$ cat src/design/tap_pkg.sv
// Shared types and constants for the tile average pixelate block.
`timescale 1ns / 1ps

package tap_pkg;

  // Pixel channel width and configuration register width
  localparam int PIX_W  = 8;
  localparam int CFG_W  = 7;

  // Tile edge after reset
  localparam int TILE_SIZE_RESET = 15;

  // Quotient bits produced by the divider, one per cycle
  localparam int DIV_STEPS = PIX_W;
  localparam int STEP_W    = $clog2(DIV_STEPS);

  // Commands from the controller to the datapath
  typedef struct packed {
    logic accept;      // add the item to the running sums
    logic tile_close;  // load the divider, clear the sums
    logic div_step;    // produce one quotient bit
    logic out_load;    // move the quotients to the output register
  } tap_cmd_t;

  // Status from the datapath to the controller
  typedef struct packed {
    logic will_complete;  // the next item closes the tile
  } tap_status_t;

endpackage

$ cat src/design/tap_ctrl.sv
// Controller: handshakes, tile close sequencing and divider step count.
`timescale 1ns / 1ps

module tap_ctrl (
  input  logic                clk,
  input  logic                rst,
  input  logic                pixel_valid,
  output logic                pixel_stall,
  output logic                mean_valid,
  input  logic                mean_stall,
  input  tap_pkg::tap_status_t status,
  output tap_pkg::tap_cmd_t   cmd
);
  import tap_pkg::*;

  typedef enum logic [2:0] {
    ST_ACCUM = 3'b001,
    ST_DIV   = 3'b010,
    ST_WAIT  = 3'b100
  } state_t;

  state_t            state;
  state_t            state_next;
  logic [STEP_W-1:0] step;
  logic              accept;
  logic              out_free;
  logic              last_step;

  // Stall only an item that would close a tile while a result is still in the divider
  assign pixel_stall = (state != ST_ACCUM) && status.will_complete;
  assign accept      = pixel_valid && !pixel_stall;
  assign out_free    = !mean_valid || !mean_stall;
  assign last_step   = (step == STEP_W'(DIV_STEPS - 1));

  // Decode commands
  always_comb begin
    cmd.accept     = accept;
    cmd.tile_close = accept && status.will_complete;
    cmd.div_step   = (state == ST_DIV);
    cmd.out_load   = (state == ST_WAIT) && out_free;
  end

  // Next state
  always_comb begin
    state_next = state;
    unique case (state)
      ST_ACCUM: begin
        if (cmd.tile_close) state_next = ST_DIV;
      end
      ST_DIV: begin
        if (last_step) state_next = ST_WAIT;
      end
      ST_WAIT: begin
        if (out_free) state_next = ST_ACCUM;
      end
      default: state_next = ST_ACCUM;
    endcase
  end

  // Advance state, step count and output valid
  always_ff @(posedge clk) begin
    if (rst) begin
      state      <= ST_ACCUM;
      step       <= '0;
      mean_valid <= 1'b0;
    end else begin
      state <= state_next;
      if (state == ST_DIV) step <= step + 1'b1;
      else                 step <= '0;
      if (cmd.out_load)     mean_valid <= 1'b1;
      else if (!mean_stall) mean_valid <= 1'b0;
    end
  end

  // Checks
  a_close_only_accum: assert property (@(posedge clk) disable iff (rst)
    cmd.tile_close |-> state == ST_ACCUM)
    else $error("tile closed while divider busy");

  a_close_starts_div: assert property (@(posedge clk) disable iff (rst)
    cmd.tile_close |=> (state == ST_DIV) && (step == '0))
    else $error("divide did not start after tile close");

  a_div_length: assert property (@(posedge clk) disable iff (rst)
    ((state == ST_DIV) && last_step) |=> state == ST_WAIT)
    else $error("divide did not end after last step");

  a_load_shows: assert property (@(posedge clk) disable iff (rst)
    cmd.out_load |=> mean_valid)
    else $error("loaded result not presented");

endmodule

$ cat src/design/tap_datapath.sv
// Datapath: tile target, running sums, pixel count, per channel divider with shared divisor, output register.
`timescale 1ns / 1ps

module tap_datapath #(
  parameter int MAX_TILE_SIZE = 64
) (
  input  logic                      clk,
  input  logic                      rst,
  input  logic                      cfg_valid,
  input  logic [tap_pkg::CFG_W-1:0] tile_size,
  input  logic [tap_pkg::PIX_W-1:0] blue_in,
  input  logic [tap_pkg::PIX_W-1:0] green_in,
  input  logic [tap_pkg::PIX_W-1:0] red_in,
  output logic [tap_pkg::PIX_W-1:0] blue_mean,
  output logic [tap_pkg::PIX_W-1:0] green_mean,
  output logic [tap_pkg::PIX_W-1:0] red_mean,
  input  tap_pkg::tap_cmd_t         cmd,
  output tap_pkg::tap_status_t      status
);
  import tap_pkg::*;

  localparam int EW = $clog2(MAX_TILE_SIZE + 1);
  localparam int CW = $clog2(MAX_TILE_SIZE * MAX_TILE_SIZE + 1);
  localparam int SW = $clog2(255 * MAX_TILE_SIZE * MAX_TILE_SIZE + 1);
  localparam int DW = CW + PIX_W;
  localparam int RST_EDGE = (TILE_SIZE_RESET > MAX_TILE_SIZE) ? MAX_TILE_SIZE
                                                              : TILE_SIZE_RESET;
  localparam logic [CW-1:0] RST_TARGET = CW'(RST_EDGE * RST_EDGE);

  logic [CW-1:0]    target;
  logic [CW-1:0]    count;
  logic [CW-1:0]    count_inc;
  logic [8:0]       ts_wide;
  logic [8:0]       ts_clip;
  logic [EW-1:0]    edge_len;
  logic [CW-1:0]    target_next;
  logic [PIX_W-1:0] pix     [3];
  logic [SW-1:0]    sum     [3];
  logic [SW-1:0]    sum_inc [3];
  logic [DW-1:0]    rem     [3];
  logic [PIX_W-1:0] quo     [3];
  logic [DW-1:0]    dsh;

  // Clip the written edge to 1..MAX_TILE_SIZE and square it
  always_comb begin
    ts_wide = {2'b00, tile_size};
    ts_clip = ts_wide;
    if (ts_wide == 9'd0)                ts_clip = 9'd1;
    if (ts_wide > 9'(MAX_TILE_SIZE))    ts_clip = 9'(MAX_TILE_SIZE);
    edge_len    = EW'(ts_clip);
    target_next = CW'(edge_len) * CW'(edge_len);
  end

  always_ff @(posedge clk) begin
    if (rst)            target <= RST_TARGET;
    else if (cfg_valid) target <= target_next;
  end

  assign count_inc            = count + 1'b1;
  assign status.will_complete = (count_inc >= target);

  assign pix[0] = blue_in;
  assign pix[1] = green_in;
  assign pix[2] = red_in;

  // Accumulate the count, clear it when the tile closes
  always_ff @(posedge clk) begin
    if (rst) begin
      count <= '0;
    end else if (cmd.tile_close) begin
      count <= '0;
    end else if (cmd.accept) begin
      count <= count_inc;
    end
  end

  // Shifted divisor: closing pixel count << 7, then one place right per step
  always_ff @(posedge clk) begin
    if (cmd.tile_close) dsh <= DW'({count_inc, {(PIX_W - 1){1'b0}}});
    else if (cmd.div_step) dsh <= dsh >> 1;
  end

  // Per channel: running sum and restoring divider
  for (genvar c = 0; c < 3; c++) begin : g_lane
    assign sum_inc[c] = sum[c] + SW'(pix[c]);

    always_ff @(posedge clk) begin
      if (rst) begin
        sum[c] <= '0;
      end else if (cmd.tile_close) begin
        sum[c] <= '0;
      end else if (cmd.accept) begin
        sum[c] <= sum_inc[c];
      end
    end

    always_ff @(posedge clk) begin
      if (cmd.tile_close) begin
        rem[c] <= DW'(sum_inc[c]);
        quo[c] <= '0;
      end else if (cmd.div_step) begin
        if (rem[c] >= dsh) begin
          rem[c] <= rem[c] - dsh;
          quo[c] <= {quo[c][PIX_W-2:0], 1'b1};
        end else begin
          quo[c] <= {quo[c][PIX_W-2:0], 1'b0};
        end
      end
    end
  end

  // Hold the means until the next result
  always_ff @(posedge clk) begin
    if (cmd.out_load) begin
      blue_mean  <= quo[0];
      green_mean <= quo[1];
      red_mean   <= quo[2];
    end
  end

endmodule

$ cat src/design/tile_average_pixelate.sv
// Top level of the tile average pixelate block: controller plus datapath.
//
//   channel  direction  handshake                 payload
//   pixel    in         pixel_valid/pixel_stall   blue_in, green_in, red_in
//   mean     out        mean_valid/mean_stall     blue_mean, green_mean, red_mean
//   cfg      in         cfg_valid/cfg_ready       tile_size
//
// One pixel is taken per clock while a tile accumulates. The pixel that closes
// a tile starts a restoring divide (one quotient bit per cycle, all three
// channels at once); the mean then moves to the output register. Only a pixel
// that would close the next tile is stalled while a result is still in the
// divider. A stalled mean holds and the divider waits on it. Reset clears the
// sums and count and sets the tile edge to 15.
`timescale 1ns / 1ps

module tile_average_pixelate #(
  parameter int MAX_TILE_SIZE = 64
) (
  input  logic                      clk,
  input  logic                      rst,
  input  logic                      pixel_valid,
  output logic                      pixel_stall,
  input  logic [tap_pkg::PIX_W-1:0] blue_in,
  input  logic [tap_pkg::PIX_W-1:0] green_in,
  input  logic [tap_pkg::PIX_W-1:0] red_in,
  output logic                      mean_valid,
  input  logic                      mean_stall,
  output logic [tap_pkg::PIX_W-1:0] blue_mean,
  output logic [tap_pkg::PIX_W-1:0] green_mean,
  output logic [tap_pkg::PIX_W-1:0] red_mean,
  input  logic                      cfg_valid,
  output logic                      cfg_ready,
  input  logic [tap_pkg::CFG_W-1:0] tile_size
);
  import tap_pkg::*;

  tap_cmd_t    cmd;
  tap_status_t status;

  // Take configuration at any time
  assign cfg_ready = 1'b1;

  tap_ctrl u_ctrl (
    .clk         (clk),
    .rst         (rst),
    .pixel_valid (pixel_valid),
    .pixel_stall (pixel_stall),
    .mean_valid  (mean_valid),
    .mean_stall  (mean_stall),
    .status      (status),
    .cmd         (cmd)
  );

  tap_datapath #(
    .MAX_TILE_SIZE (MAX_TILE_SIZE)
  ) u_datapath (
    .clk        (clk),
    .rst        (rst),
    .cfg_valid  (cfg_valid),
    .tile_size  (tile_size),
    .blue_in    (blue_in),
    .green_in   (green_in),
    .red_in     (red_in),
    .blue_mean  (blue_mean),
    .green_mean (green_mean),
    .red_mean   (red_mean),
    .cmd        (cmd),
    .status     (status)
  );

endmodule
$ cat config.mk
export PLATFORM = sky130hd
export DESIGN_NAME = tile_average_pixelate
export DESIGN_NICKNAME = d
export VERILOG_FILES = /design/src/design/tap_pkg.sv /design/src/design/tap_ctrl.sv /design/src/design/tap_datapath.sv /design/src/design/tile_average_pixelate.sv
export SDC_FILE = /design/constraint.sdc
export NUM_CORES = 1
export LEC_CHECK = 0
export CAP_MARGIN = 0
export CELL_PAD_IN_SITES_DETAIL_PLACEMENT = 1
export CELL_PAD_IN_SITES_GLOBAL_PLACEMENT = 1
export CORE_ASPECT_RATIO = 1.75
export CORE_MARGIN = 8
export CORE_UTILIZATION = 50
export CTS_BUF_LIST = sky130_fd_sc_hd__clkbuf_4 sky130_fd_sc_hd__clkbuf_8 sky130_fd_sc_hd__clkbuf_16
export CTS_CLUSTER_DIAMETER = 40
export DETAILED_ROUTE_END_ITERATION = 6
export DONT_BUFFER_PORTS = 1
export PLACE_DENSITY_LB_ADDON = 0.1
export SYNTH_ARGS = -nofsm -noshare
export SYNTH_HDL_FRONTEND = slang
export SYNTH_SLANG_ARGS = --single-unit
$ cat constraint.sdc
create_clock -name clk -period 6.4 [get_ports clk]
set_input_delay 0.64 -clock clk [delete_from_list [all_inputs] [get_ports clk]]
set_output_delay 0.64 -clock clk [all_outputs]
set_load 0.01 [all_outputs]
==> flow_summary_export.csv <==
group,metric,value,unit
logic_synthesis,synth.avg_cell_area,10.3,µm²
power_and_ir_drop,ir_drop,0.000203,V
global_route,antenna_found_initial,0,
timing,setup_violations,0,
worst_setup_path,endpoint_kind,"register",
outcome,outcome,"complete, no violations",
logic_synthesis,ys.flop_type,"edfxtp_1",
worst_setup_path,max_stage_delay,0.96,ns
cells_and_area,fin_cells,1807,
timing,hold_viol,0,
drt,num_vias,10432,
global_route,grt_max_degree,41,
floorplan,dieArea,34700,µm²
timing,fin_crit,4.97,ns
logic_synthesis,yosys.area.top_type,"edfxtp_1",
cts,clock_sinks,223,
worst_setup_path,crit_chain,"ha_1 -> nand3_1 -> nor2_1 -> and3_1 -> and3_1 -> nand3_1 -> xnor2_1 -> ha_1 -> a21oi_1 -> nor3_1 -> or2_1 -> nand3_1 -> nand2_1",
timing,slew_violations,0,
timing,fin_crit_sh,77.6,%
floorplan,core,28500,µm²
run,max-cap-violations,0,
cts,tritoncts,"done",
logic_synthesis,synth_area,14400,µm²
placed_design,gp_congestion,0.837,
logic_synthesis,yosys.area_share.simple,14.9,%
worst_setup_path,timing.critical_path.mode_cell,"nand3_1",
floorplan,start_util,50.4,%
logic_synthesis,async_flop_share,0,%
timing,hold_slack,0.162,ns
global_route,grt_pass1_wl,58100,µm
cts,max-clock-path-buffers,3,
drt,drc_errors,0,
drt,dr.first_iter.drc_count,409,
cts,holdBufCountCts,0,
global_route,track_usage,21.7,%
power_and_ir_drop,p_total,4.31,mW
cts,clkSlewWorstSetupHoldPaths,0.06,ns
drt,wirelength,36800,µm
timing,slew_headroom,24.5,%
logic_synthesis,ys_seq_elements,223,
logic_synthesis,synth_top_area_share,38.4,%
drt,viasPerCell,5.77,
cts,cts_root_buffer,"clkbuf_16",
timing,fmax,201,MHz
worst_setup_path,crit_path_start_kind,"register",
cts,cts_buffers,27,
floorplan,die_x,144,µm
placed_design,portBuffers,0,
cells_and_area,num-fill-cells,3204,
worst_setup_path,crit_slowest_cell,"nand2_1",
cts,post_cts_resized,0,
worst_setup_path,required,6.56,ns
logic_synthesis,synthAdderAreaFrac,13.3,%
timing,tightest_slew,1.13,ns
power_and_ir_drop,power_density,275,nW/µm²
logic_synthesis,yosys-top-cells-area,"edfxtp_1 38%, ha_1 11%, dfxtp_1 5.4%",
cells_and_area,final_layout_size_suffix_gt1_share,5.95,%
cells_and_area,num_antenna_cells,0,
worst_setup_path,cpLargestDelayFamily,"simple AND/OR/NAND/NOR gates",
logic_synthesis,synth_compound_area_share,13.3,%
placed_design,post-dp-hpwl,28000,µm
logic_synthesis,syn_inst,1403,
logic_synthesis,ys_seq_area_share,43.8,%
timing,setup_tns,0,ns
drt,wl_per_cell,20.3,µm
logic_synthesis,synth_top_family_by_area,"simple AND/OR/NAND/NOR gates",
logic_synthesis,yosys_warnings,0,
placed_design,dp.cells,1758,
power_and_ir_drop,leakagePower,6.64,nW
global_route,grt_pass1_vias,11300,
cts,clkLatencyLatePin,0.55,ns
floorplan,io_pins,63,
floorplan,die_h,240,µm
cells_and_area,syn2layout_area_growth,9.04,%
drt,drt_pre_antenna_iters,4,
cells_and_area,nets,1586,
floorplan,num_rows,82,
hold_path,hold_path_class,"input port to register",
worst_setup_path,cp_max_fo,21,
cts,cts_max_level,1,
logic_synthesis,synth.area.mux_share,3.63,%
logic_synthesis,synth_xor_area_share,7.49,%
global_route,grt-ovfl-total,0,
logic_synthesis,synth_edf_count,184,
cts,post_cts_buffers,0,
worst_setup_path,critPathKind,"register to register",
logic_synthesis,synth.distinct_cells,74,
drt,ant_nets,0,
timing,rsz0062_at_grt,"false",
worst_setup_path,cp_num_buf_inv,0,
timing,skew,0.0152,ns
worst_setup_path,arrival,5.13,ns
report_power, final:
group	leakage (nW)	internal [mW]	switching [mW]
registers	2.07	1.66	0.0584
logic	4.12	0.428	0.611
clock network	0.449	0.896	0.658
total	6.64	2.98	1.33
state kept, by name, summed over array words and instances, names as in the netlist:
| name | count |
|---|---|
| u_ctrl.state | 3 |
| u_datapath.count | 13 |
| u_datapath.red_mean | 8 |
| u_datapath.blue_mean | 8 |
| u_ctrl.step | 3 |
| u_datapath.target | 12 |
| u_ctrl.mean_valid | 1 |
| u_datapath.green_mean | 8 |
| u_datapath.quo | 24 |
| u_datapath.rem | 63 |
| u_datapath.dsh | 20 |
| u_datapath.sum | 60 |
worst reg2reg max path, stage by stage, from the launching register on:
cell and delay (ns):
dfxtp_1 0.45, ha_1 0.29, nand3_1 0.18, nor2_1 0.24
and3_1 0.26, and3_1 0.27, nand3_1 0.15, xnor2_1 0.18
ha_1 0.31, a21oi_1 0.08, nor3_1 0.23, or2_1 0.38
nand3_1 0.58, nand2_1 0.97
through the flow:
step	worst slack (ns)	util (%)	cell area (µm²)
floorplan	1.39	-	14400
global placement	1.12	51.8	14800
detailed placement	1.05	51.8	14800
CTS	1.43	55.0	15700
global route	0.934	55.0	15700
finish	1.43	55.0	15700
path summary, 6_finish.rpt:
kind	from	endpoint	slack (ns)	cells after the start
hold / removal	rst	u_datapath.count[11]	0.16	1
setup reg to reg	u_datapath.count[0]	u_datapath.rem[0][8]	1.43	13
hold reg to reg	u_datapath.quo[2][7]	u_datapath.red_mean[7]	0.42	0
setup / recovery	u_datapath.count[0]	u_datapath.rem[0][8]	1.43	13
synth_stat cells (6+ instances only):
library cell  count
edfxtp_1        184
nor2_1          141
ha_1            122
inv_1            85
nand2_1          84
a21oi_1          83
xor2_1           76
o21ai_0          61
mux2i_1          51
xnor2_1          47
nand3_1          42
dfxtp_1          39
and2_1           33
nor3_1           28
a21o_1           21
a31oi_1          21
and3_1           20
clkbuf_1         20
nor2b_1          20
fa_1             19
nand2b_1         18
o21a_1           18
o21ai_1          17
or3_1            15
a211oi_1         10
a22o_1           10
buf_2            10
nand4_1           9
o211ai_1          8
or2_2             6
placed cells by master (no fill, tap or decap), types with 47 or more instances in the layout:
master and n:
a21oi_1 81, nand2_1 83, xnor2_1 47, xor2_1 76
mux2i_1 51, inv_1 85, o21ai_0 61, ha_1 122
nor2_1 140, edfxtp_1 184
area by class of cell:
| class | instances | area [µm²] | area share (%) |
|---|---|---|---|
| tap | 378 | 473 | 3.02 |
| clock buffer | 31 | 706 | 4.50 |
| sequential | 223 | 6310 | 40.2 |
| inverter | 88 | 330 | 2.11 |
| multi-input combinational | 1060 | 7610 | 48.5 |
| timing repair buffer | 9 | 67.6 | 0.431 |
| clock inverter | 18 | 198 | 1.26 |
layer usage:
layer	vias to the layer above	GRT usage [%]	wire length (µm)
li1	5061	-	-
met1	5136	20.8	13500
met2	159	43.7	20600
met3	76	3.12	1180
met4	0	9.32	1500
met5	-	0	0
cells by family after synthesis:
group,after synthesis
AOI/OAI and AO/OA,297
buffers and inverters,125
adders and majority gates,141
xor gates and xnor gates,123
DFF,223
muxes,52
other,2
and+or+nand+nor,440
No activity file was read; power rests on OpenSTA's default activity.
